`src/rtl/core/slids_pkg.sv`:
```
// shared types and constants for the sorted leaf core
// holds the record layout, leaf sizing and result status codes; no dependencies
package slids_pkg;

  localparam int CAPACITY = 32;
  localparam int NCELL    = CAPACITY + 1;
  localparam int KEEP     = (CAPACITY + 1) / 2;
  localparam int NMOVE    = NCELL - KEEP;

  localparam int KEY_W = 64;
  localparam int RID_W = 31;
  localparam int CNT_W = 6;
  localparam int ST_W  = 3;

  localparam logic [ST_W-1:0] STATUS_INSERTED  = 3'd0;
  localparam logic [ST_W-1:0] STATUS_DUPLICATE = 3'd1;
  localparam logic [ST_W-1:0] STATUS_DELETED   = 3'd2;
  localparam logic [ST_W-1:0] STATUS_NOT_FOUND = 3'd3;
  localparam logic [ST_W-1:0] STATUS_SPLIT     = 3'd4;

  localparam logic MODE_INSERT = 1'b0;
  localparam logic MODE_DELETE = 1'b1;

  typedef struct packed {
    logic [RID_W-1:0] slot;
    logic [RID_W-1:0] page;
    logic [KEY_W-1:0] key;
  } rec_t;

  // per-cell controls for one cycle
  typedef struct packed {
    logic cmp;    // latch compare flags against the request
    logic ins;    // insert step: hold, take request or take left neighbor
    logic del;    // delete step: hold or take right neighbor
    logic shift;  // split emission: take right neighbor
  } cell_ctl_t;

endpackage

```
`src/rtl/core/slids_cell.sv`:
```
// one record cell of the leaf row: record register, compare and shift mux
// depends on slids_pkg
module slids_cell
  import slids_pkg::*;
(
  input  logic      clk_i,
  input  logic      rst_ni,
  input  cell_ctl_t ctl_i,
  input  logic      occ_i,
  input  logic      lt_left_i,
  input  rec_t      req_i,
  input  rec_t      left_i,
  input  rec_t      right_i,
  output rec_t      rec_o,
  output logic      lt_o,
  output logic      eq_o
);

  rec_t rec_q, rec_d;
  logic lt_q, lt_d, eq_q, eq_d;
  logic less_w, same_w;

  always_comb begin
    less_w = (rec_q.key < req_i.key) ||
             ((rec_q.key == req_i.key) && (rec_q.page < req_i.page)) ||
             ((rec_q.key == req_i.key) && (rec_q.page == req_i.page) &&
              (rec_q.slot < req_i.slot));
    same_w = (rec_q == req_i);
  end

  always_comb begin
    lt_d = lt_q;
    eq_d = eq_q;
    if (ctl_i.cmp) begin
      lt_d = occ_i & less_w;
      eq_d = occ_i & same_w;
    end
  end

  // lt flags form a prefix, so the cell just past it is the lower bound
  always_comb begin
    rec_d = rec_q;
    if (ctl_i.ins) begin
      if (!lt_q) begin
        rec_d = lt_left_i ? req_i : left_i;
      end
    end else if (ctl_i.del) begin
      if (!lt_q) begin
        rec_d = right_i;
      end
    end else if (ctl_i.shift) begin
      rec_d = right_i;
    end
  end

  always_ff @(posedge clk_i) begin
    rec_q <= rec_d;
  end

  always_ff @(posedge clk_i or negedge rst_ni) begin
    if (!rst_ni) begin
      lt_q <= 1'b0;
      eq_q <= 1'b0;
    end else begin
      lt_q <= lt_d;
      eq_q <= eq_d;
    end
  end

  assign rec_o = rec_q;
  assign lt_o  = lt_q;
  assign eq_o  = eq_q;

endmodule

```
`config.mk`:
```
export PLATFORM = sky130hd
export DESIGN_NAME = slids_cell
export DESIGN_NICKNAME = d
export VERILOG_FILES = /design/src/rtl/core/slids_pkg.sv /design/src/rtl/core/slids_cell.sv
export SDC_FILE = /design/constraint.sdc
export NUM_CORES = 1
export LEC_CHECK = 0
export ABC_CLOCK_PERIOD_IN_PS = 14250
export BUFFER_PORTS_ARGS = -buffer_cell sky130_fd_sc_hd__buf_2
export CORE_AREA = 3 3 200 202
export CTS_CLUSTER_SIZE = 10
export DETAILED_ROUTE_END_ITERATION = 6
export DIE_AREA = 0 0 203 205
export PLACE_DENSITY = 0.47
export SYNTH_ARGS = -nofsm -noshare
export SYNTH_HDL_FRONTEND = slang
export SYNTH_SLANG_ARGS = --single-unit
```
`constraint.sdc`:
```
create_clock -name clk_i -period 14.25 [get_ports clk_i]
set_input_delay 0.7125 -clock clk_i [delete_from_list [all_inputs] [get_ports clk_i]]
set_output_delay 0.7125 -clock clk_i [all_outputs]
set_load 0.05 [all_outputs]
```
Yosys cells after proc, flatten, opt, wreduce, memory -nomap -nowiden
Cells that the tools add are included.
{ "totals": {"output_inout_bits": 128, "regBits": 128, "elab_cells": 28} }
{ "classes": {"eq_ne": 5, "n_reduce_logical": 7, "mux": 6, "n_bitwise": 2, "magnitude_cmp": 3} }
{ "ops": {"columns": ["op", "count"], "rows": [
  ["$mux 126", 6],
  ["$eq 126x126->1", 1],
  ["$eq 64x64->1", 1],
  ["$lt 64x64->1", 1],
  ["$lt 31x31->1", 2],
  ["$eq 31x31->1", 1],
  ["$ne 2x2->1 const B", 2],
  ["$logic_and 1x1->1", 3],
  ["$reduce_and 3->1", 1],
  ["$reduce_bool 3->1", 1],
  ["$and 1x1->1", 2],
  ["$logic_or 1x1->1", 2]
]} }

Longest topological paths before layout
Gate-level depths: netlist of run 1.
{ "logic_depth": {"ltp_word": 5, "mapped_depth": 9} }

Least setup slack after synthesis of run 1
No wires, ideal clock.
{ "synth_path": {"kind": "input to register", "from": "input port ctl_i[2] (netlist name)", "to": "register rec_q, in the netlist rec_o[0], enable pin", "path_stages": 4, "path_slack_ns": 6.730, "arrival_ns": 6.894, "setup_time_ns": 0.626, "path_cell_list": "clkbuf_1 clkbuf_1 nor2_1 o21ai_1"} }
{ "synth_via": {"elab_chain_len": 2, "elab_cells_between_ends": 3, "cone_classes": "eq/ne: 1; reduce/logical: 2"} }
{ "synth_lines": {"columns": ["item", "line", "rtl"], "rows": [
  ["start, declared", "slids_cell.sv:8", "input cell_ctl_t ctl_i,"],
  ["$ne 2x2->1 (no source line) or $reduce_bool 3->1 (tied branches)", null, null],
  ["$reduce_and 3->1 (no source line) *", null, null],
  ["end signal, assigned", "slids_cell.sv:57", "rec_q <= rec_d;"],
  ["end, declared", "slids_cell.sv:19", "rec_t rec_q, rec_d;"]
]} }
Mark *: on every way between the ends. The rest lies on a longest branch, timed or not.
A chain may end at the register's enable or synchronous reset.

Final worst setup path of run 1
{ "layout_path": {"from": "input port ctl_i[2] (netlist name)", "to": "register rec_q, in the netlist rec_o[111], enable pin"} }
The elaborated chain is that of the path after synthesis.

==> results.toml, run 1 <==
[drt]
wl_met3_um = 2840
post_drt_wl_per_cell_um = 18.5
drtAntennaViolNets = 0
met1_length_um = 15000
dr.max_layer_used = "met5"
num_vias = 9163
wl_met2_um = 18900
routed_wl_um = 37400
post_drt_via_cell_ratio = 4.52
post-route-drc-count = 0
dr.first_iter.drc_count = 340
drt_pass1_iterations = 4

[cells_and_area]
nNetsFinal = 2004
drive_gt1_frac = 0.362
final_cell_mix = "buf_2 (511), a21oi_1 (171), nor2_1 (135)"
mostFrequentLayoutCell = "buf_2"
syn_to_final_growth_pct = 38.3

[die]
start_util = 0.249
die_w_um = 203
rows = 72
core_area_um2 = 38500
die_h_um = 205
ios = 514
die_area_um2 = 41600

[cts]
clock_sinks = 128
cts_tree = "built"
ctsResizeCount = 0
cts-root-buf = "clkbuf_16"
postCtsSetupBuffers = 0
clk_pin_slew_worst_paths_ns = 0.06
cts_hold_buf = 0
htreeDepth = 4
insertion_delay_ns = 0.43
clockBufferDepth = 2
numCtsBuffers = 17

[timing]
min_period_ns = 3.14
rsz0062_at_grt = "no"
finalSetupTns_ns = 0
fin_skew_ns = 0.00545
max_freq_ghz = 0.318
slew_headroom = 0.328
hold_slack_ns = 0.0600
fin_ws_ns = 11.11
slew_violations = 0
finalHoldViolations = 0
setup_viol_count_final = 0
tightest_slew_ns = 1.01
period_share = 0.221

[worst_setup_path]
path_common_cell = "buf_4"
path_class = "in -> reg"
critical_path.max_fanout = 77
crit_family = "buffers and inverters"
end_kind = "register"
crit_arrival_ns = 3.19
start_kind = "input port"
r2r-start = "rec_o[63]"
path_buf_inv = 3
worst-endpoint-required_ns = 14.30
setup.worst_path.start = "ctl_i[2]"
max_stage_delay_ns = 0.79
cp_slowest_cell = "buf_4"
path_cells = "clkbuf_8 -> nor2_1 -> nand2_1 -> o21ai_4 -> buf_4 -> buf_4"

[yosys]
synth_warnings = 0
synth_seq_cells = 128
synth.avg_cell_area_um2 = 9.60
synthCells = 997
ys_async_sr_fraction = 0.0156
ys_seq_area_frac = 0.401
synth_ff_type = "edfxtp_1"
synth_cell_types = 38
netlist_area_um2 = 9570
synth_edf_count = 126
synth_nets = 1509

[power]
p_leak_nw = 6.75
vdd_drop_max_mv = 0.0821
power_mw = 1.42
power-per-cell-area_nw_per_um2 = 107

[placed_design]
pre_cts_slack_ns = 10.65
portBuffers = 513
gp_congestion = 0.882
hpwl_um = 31300

[run_status]
status = "finished, final reports clean"

[grt]
grtUsageTotal = 0.173
first_global_vias = 9392
grt_max_degree = 101
antenna_found_initial = 8
grt_pass1_wl_um = 54300
grt_overflow = 0

[worst_hold_path]
min_path_type = "in -> async"

[job]
cap_violations = 0
[logic make-up (layout without fill, tap and decap cells)]
group	count (synthesis)	in the layout	synth area share
AO/OA/AOI/OAI	225	225	0.131
AND/OR/NAND/NOR	220	220	0.103
buffers and inverters	171	678	0.0676
flip-flops	128	128	0.401
multiplexers	127	127	0.133
adder cells (fa/ha/maj)	126	126	0.165
other	0	5	0
[layer usage]
metal,vias to the layer above,global-route usage
li1,4607,-
met5,-,0
met1,4198,0.197
met3,33,0.0566
met4,4,0.0500
met2,321,0.308
[cells in the mapped netlist, drive strengths merged (3+ instances only)]
| cell type | number | area [um2] |
|---|---|---|
| a21oi | 171 | 856 |
| nand2 | 20 | 75.1 |
| and4 | 5 | 43.8 |
| clkbuf | 28 | 105 |
| nor2 | 135 | 507 |
| mux2i | 127 | 1270 |
| a211oi | 7 | 57.6 |
| a21o | 12 | 90.1 |
| o21ai | 17 | 85.1 |
| a221oi | 5 | 50.0 |
| nand4 | 27 | 169 |
| and2 | 3 | 18.8 |
| edfxtp | 126 | 3780 |
| o211ai | 3 | 22.5 |
| nor4 | 5 | 31.3 |
| inv | 129 | 484 |
| nor3 | 4 | 20.0 |
| buf | 14 | 57.6 |
| nand3 | 12 | 60.1 |
| a221o | 4 | 40.0 |
| ha | 126 | 1580 |
[per-stage QoR]
stage | area (um2) | std cells | utilization
floorplan | 9570 | 997 | -
global placement | 12700 | 1991 | 0.330
detailed placement | 12700 | 1991 | 0.330
CTS | 13200 | 2022 | 0.344
global route | 13200 | 2025 | 0.344
finish | 13200 | 2027 | 0.344
[final timing paths]
| check | slack (ns) | endpoint | cells after the start |
|---|---|---|---|
| worst max register to register | 11.21 | lt_o | 7 |
| min in group clk_i | 0.52 | eq_o | 2 |
| worst min-delay path | 0.06 | lt_o | 1 |
| worst max-delay path | 11.11 | rec_o[111] | 6 |
| max in group asynchronous | 14.09 | eq_o | 1 |
| worst min register to register | 0.52 | eq_o | 2 |
[final cells by class]
type                       instances  area [um2]
inverter                         129         484
multi-input combinational        698        5100
tap                              518         648
clock buffer                      21         440
antenna                            5        12.5
timing repair buffer             518        2620
sequential                       128        3830
clock inverter                    10        95.1
fill                            4090       25200
[power breakdown]
group	internal, mW	switching (mW)	total, mW	leakage [nW]
clock	0.252	0.162	0.414	0.264
sequential	0.478	0.0278	0.506	1.25
combinational	0.157	0.341	0.498	5.24
total	0.887	0.531	1.42	6.75
[worst register-to-register path: cells and delay by family (launching register included)]
| kind | cells | cell delay (ns) |
|---|---|---|
| AOI/OAI and AO/OA | 2 | 0.38 |
| adders and majority gates | 1 | 0.41 |
| DFF | 1 | 0.38 |
| and+or+nand+nor | 4 | 1.81 |
[state kept, by name, summed over array words and instances (netlist names)]
name	flops
lt_o	1
rec_o	126
eq_o	1
Note: power is estimated with default switching activity, not from simulation.
==> run 2: changes to the inputs <==
ABC_CLOCK_PERIOD_IN_PS = 3000   (was 14250)
clock period = 3 ns   (was 14.25 ns; I/O delays follow)
==> results.toml, run 2 (synthesized netlist as in run 1, its figures left out) <==
[run_status]
status = "finished, final reports clean"

[cells_and_area]
finalInstanceArea_um2 = 13400
syn_to_final_growth_pct = 40.3
largest_reg_flops = 126
mostFrequentLayoutCell = "buf_2"
post_layout_nonfiller_instances = 2032
final_cell_mix = "buf_2 (511), a21oi_1 (171), nor2_1 (135)"
seq_area_um2 = 3830
nNetsFinal = 2013
n_fill_cell = 4085
drive_gt1_frac = 0.365
multiInputGateArea_um2 = 5100

[worst_setup_path]
path_class = "reg -> reg"
path_buf_inv = 1
crit_arrival_ns = 2.87
crit_family = "simple AND/OR/NAND/NOR gates"
rr_worst_depth = 8
critical_path_cell_count = 8
path_cells = "ha_1 -> nand4_1 -> nor4_1 -> nand3_1 -> nor4_1 -> buf_4 -> o21ai_0 -> a31oi_1"
regToRegSetupSlack_ns = 0.49
max_stage_delay_ns = 0.41
cp_slowest_cell = "nor4_1"
end_kind = "register"
path_common_cell = "nor4_1"
start_kind = "register"
critical_path.max_fanout = 3
worst-endpoint-required_ns = 3.36

[drt]
num_vias = 9174
dr.first_iter.drc_count = 360
drt_pass1_iterations = 5
post_drt_via_cell_ratio = 4.51
drtAntennaViolNets = 0
post_drt_wl_per_cell_um = 18.4
routed_wl_um = 37500
post-route-drc-count = 0

[placed_design]
placed_area_um2 = 12800
portBuffers = 513
placedCellCount = 1998
gp_congestion = 0.896
hpwl_um = 31700

[timing]
setup_viol_count_final = 0
min_period_ns = 2.51
slew_headroom = 0.242
slew_violations = 0
tightest_slew_ns = 1.13
finalHoldViolations = 0
fin_skew_ns = 0.00705
max_freq_ghz = 0.398
rsz0062_at_grt = "no"
period_share = 0.837

[grt]
grt_overflow = 0
antenna_found_initial = 5
grt_pass1_wl_um = 54400
first_global_vias = 9320
grt_max_degree = 140
grtUsageTotal = 0.174

[die]
ios = 514
core_area_um2 = 38500
die_h_um = 205
start_util = 0.249
die_w_um = 203
rows = 72
die_area_um2 = 41600

[power]
p_int_mw = 4.40
p_leak_nw = 6.84
sw_frac_of_total = 0.369
seq_power_share = 0.343
p_clk_frac = 0.311
power-per-cell-area_nw_per_um2 = 519
vdd_drop_max_mv = 0.341
netSwitchingPower_mw = 2.57
comb_power_share = 0.346

[job]
cap_violations = 0

[cts]
cts-root-buf = "clkbuf_16"
ctsResizeCount = 0
htreeDepth = 4
clk_pin_slew_worst_paths_ns = 0.06
cts_tree = "built"
numCtsBuffers = 17
clock_sinks = 128
insertion_delay_ns = 0.44
clockBufferDepth = 2

[worst_hold_path]
hold_path_depth = 2
min_path_type = "in -> reg"
[run 2: final cells by class]
| class | instances | area share |
|---|---|---|
| sequential | 128 | 0.286 |
| inverter | 129 | 0.0361 |
| clock buffer | 19 | 0.0323 |
| antenna | 3 | 0.000559 |
| multi-input combinational | 698 | 0.380 |
| timing repair buffer | 527 | 0.206 |
| tap | 518 | 0.0483 |
| clock inverter | 10 | 0.0108 |
[run 2: path summary, 6_finish.rpt]
check                       end  startpoint
max                        lt_o   rec_o[63]
min                        eq_o    ctl_i[3]
max reg2reg                lt_o   rec_o[63]
min reg2reg                eq_o        eq_o
max in group asynchronous  lt_o      rst_ni
min in group asynchronous  eq_o      rst_ni
[run 2: per-layer routing]
metal  GRT usage  vias to the layer above  routed length, um
li1            -                     4623                  -
met5           0                        -                 46
met4      0.0621                        6                954
met3      0.0512                       45               2760
met2       0.306                      338              18400
met1       0.201                     4162              15300
[run 2: power by group through the flow]
stage	registers, mW	logic (mW)	clock network (mW)
floorplan	3.16	0.822	0
global placement	2.42	2.44	0
detailed placement	2.43	2.44	0
CTS	2.39	2.45	2.23
global route	2.42	2.62	2.30
finish	2.39	2.41	2.16
[run 2: through the flow]
stage / utilization / TNS (ns) / worst slack, ns / hold slack, ns / power (mW)
floorplan: - / -4.98 / -0.0396 / -0.146 / 3.98
global placement: 0.333 / 0 / 0.425 / -0.0522 / 4.85
detailed placement: 0.333 / 0 / 0.375 / -0.0526 / 4.87
CTS: 0.349 / 0 / 0.372 / 0.000831 / 7.08
global route: 0.349 / 0 / 0.0871 / 0.0155 / 7.35
finish: 0.349 / 0 / 0.488 / 0.0297 / 6.96
[run 2: what timing repair did]
| action | CTS | global route |
|---|---|---|
| hold buffers | 2 | 0 |
| hold endpoints to repair | 3 | 0 |
| buffers inserted | 0 | 0 |
==> run 3: changes to the inputs <==
ABC_AREA = 1   (was unset)
ABC_CLOCK_PERIOD_IN_PS = 2110   (was 3000)
CORE_AREA = 3 3 201 203   (was 3 3 200 202)
DIE_AREA = 0 0 204 206   (was 0 0 203 205)
PLACE_DENSITY = 0.49   (was 0.47)
clock period = 2.11 ns   (was 3 ns; I/O delays follow)
==> results.toml, run 3 <==
[yosys]
synth_common_cells = "nand2_1 (251), o21ai_0 (220), nor2_1 (161)"
synthCells = 1252
synth_ff_type = "edfxtp_1"
synth_largest_area_cell = "edfxtp_1"
synth_top_area_frac = 0.388
synth_cell_types = 33
yosysMostFrequentCell = "nand2_1"
ys_seq_area_frac = 0.393
ys_async_sr_fraction = 0.0156
synth_nets = 1764
netlist_area_um2 = 9750
synth_seq_cells = 128
synth_area_leaders = "edfxtp_1 (39%), ha_1 (16%), o21ai_0 (11%), nand2_1 (9.7%), nor2_1 (6.2%)"
synth_edf_count = 126
synth.avg_cell_area_um2 = 7.78
synth_warnings = 0

[cells_and_area]
largest_reg_flops = 126
syn_to_final_growth_pct = 52.0
mostFrequentLayoutCell = "buf_2"
final_cell_mix = "buf_2 (511), nand2_1 (248), o21ai_0 (219)"
drive_gt1_frac = 0.310
nNetsFinal = 2381
fin_util = 0.383

[worst_setup_path]
start_kind = "register"
path_buf_inv = 1
critical_path.max_fanout = 2
r2r-start = "rec_o[123]"
rr_worst_depth = 11
setup.worst_path.start = "rec_o[123]"
critical_path_cell_count = 11
r2r_end = "lt_o"
crit_family = "simple AND/OR/NAND/NOR gates"
max_stage_delay_ns = 0.44
path_cells = "ha_4 -> nand2_2 -> nor2_2 -> nand4_1 -> nor4_4 -> buf_4 -> nand2_2 -> nand3_2 -> nand3_2 -> nand2_1 -> nand2_1"
path_class = "reg -> reg"
end_kind = "register"
regToRegSetupSlack_ns = 0.08
cp_slowest_cell = "edfxtp_1"
crit_arrival_ns = 2.35
worst-endpoint-required_ns = 2.44
critPathCapture = "lt_o"

[cts]
insertion_delay_ns = 0.43
numCtsBuffers = 17
clock_sinks = 128
clk_pin_slew_worst_paths_ns = 0.06
cts_tree = "built"
htreeDepth = 4
clockBufferDepth = 2
cts-root-buf = "clkbuf_16"

[run_status]
status = "finished, final reports clean"

[timing]
slew_violations = 0
period_share = 0.961
rsz0062_at_grt = "yes"
hold_slack_ns = 0.0313
max_freq_ghz = 0.493
finalHoldViolations = 0
slew_headroom = 0.521
tightest_slew_ns = 0.719
fin_skew_ns = 0.00947
setup_viol_count_final = 0
min_period_ns = 2.03

[grt]
grt_overflow = 0
grt_pass1_wl_um = 59900
antenna_found_initial = 5
grt_max_degree = 73
grtUsageTotal = 0.187
first_global_vias = 10800

[die]
ios = 514
core_area_um2 = 38600
die_area_um2 = 42000
start_util = 0.252
die_h_um = 206
rows = 72
die_w_um = 204

[drt]
num_vias = 10800
drt_pass1_iterations = 5
drtAntennaViolNets = 0
dr.first_iter.drc_count = 486
post_drt_wl_per_cell_um = 17.2
routed_wl_um = 41300
post-route-drc-count = 0
post_drt_via_cell_ratio = 4.50

[worst_hold_path]
min_path_type = "in -> async"

[placed_design]
portBuffers = 513
gp_congestion = 0.886
hpwl_um = 33300

[power]
p_leak_nw = 7.47
power-per-cell-area_nw_per_um2 = 688
vdd_drop_max_mv = 0.500

[job]
cap_violations = 0
-- run 3: per-stage QoR --
| step | TNS (ns) | setup WS, ns | power (mW) | cells | instance area, um2 |
|---|---|---|---|---|---|
| after detailed placement | -0.0563 | -0.0563 | 7.23 | 2246 | 13000 |
| after CTS | 0 | 0.0329 | 10.3 | 2396 | 14700 |
| final | 0 | 0.0816 | 10.2 | 2402 | 14800 |
| after global placement | -0.0177 | -0.0177 | 7.20 | 2246 | 13000 |
| after floorplan | -117.15 | -0.930 | 5.84 | 1252 | 9760 |
| after global routing | -0.164 | -0.108 | 10.8 | 2402 | 14800 |
-- run 3: cells by family (layout without fill, tap and decap cells) --
group | after synthesis | count (layout) | share of synthesized area
other | 0 | 3 | 0
buffers and inverters | 216 | 845 | 0.0859
and+or+nand+nor | 451 | 451 | 0.187
adders and majority gates | 126 | 126 | 0.162
DFF | 128 | 128 | 0.393
AOI/OAI and AO/OA | 331 | 331 | 0.172
-- run 3: how the worst min path moves through the flow --
stage	startpoint	endpoint	slack, ns
after floorplan	rst_ni	eq_o	-0.19
after global placement	rst_ni	eq_o	-0.09
after detailed placement	rst_ni	eq_o	-0.09
after CTS	req_i[122]	rec_o[122]	0.0009
after global routing	rst_ni	eq_o	0.02
final	rst_ni	lt_o	0.03
-- run 3: cell type report --
class | count | area [um2]
diodes | 3 | 7.51
clock buffers | 21 | 440
clock inverters | 10 | 95.1
fillers | 4042 | 23800
inverters | 162 | 613
multi-input cells | 908 | 5140
flip-flops and latches | 128 | 3830
well taps | 518 | 648
repair buffers | 652 | 4040
-- run 3: metal layers --
metal  track usage  up-vias  wire length, um
met4        0.0764        4             1340
li1              -     5430                -
met2         0.326      390            19900
met3        0.0400       69             2650
met5             0        -               26
met1         0.225     4915            17400
-- run 3: what timing repair did --
action	CTS	global route
hold buffers	119	0
pin swaps	0	9
buffers inserted	0	3
gates resized for setup	1	8
endpoints found under the hold margin	116	0
setup endpoints to repair	1	1
-- run 3: report_power, final --
part	internal (mW)	total (mW)	switching (mW)
logic	1.25	3.89	2.64
clock network	1.71	2.84	1.14
registers	3.25	3.46	0.202
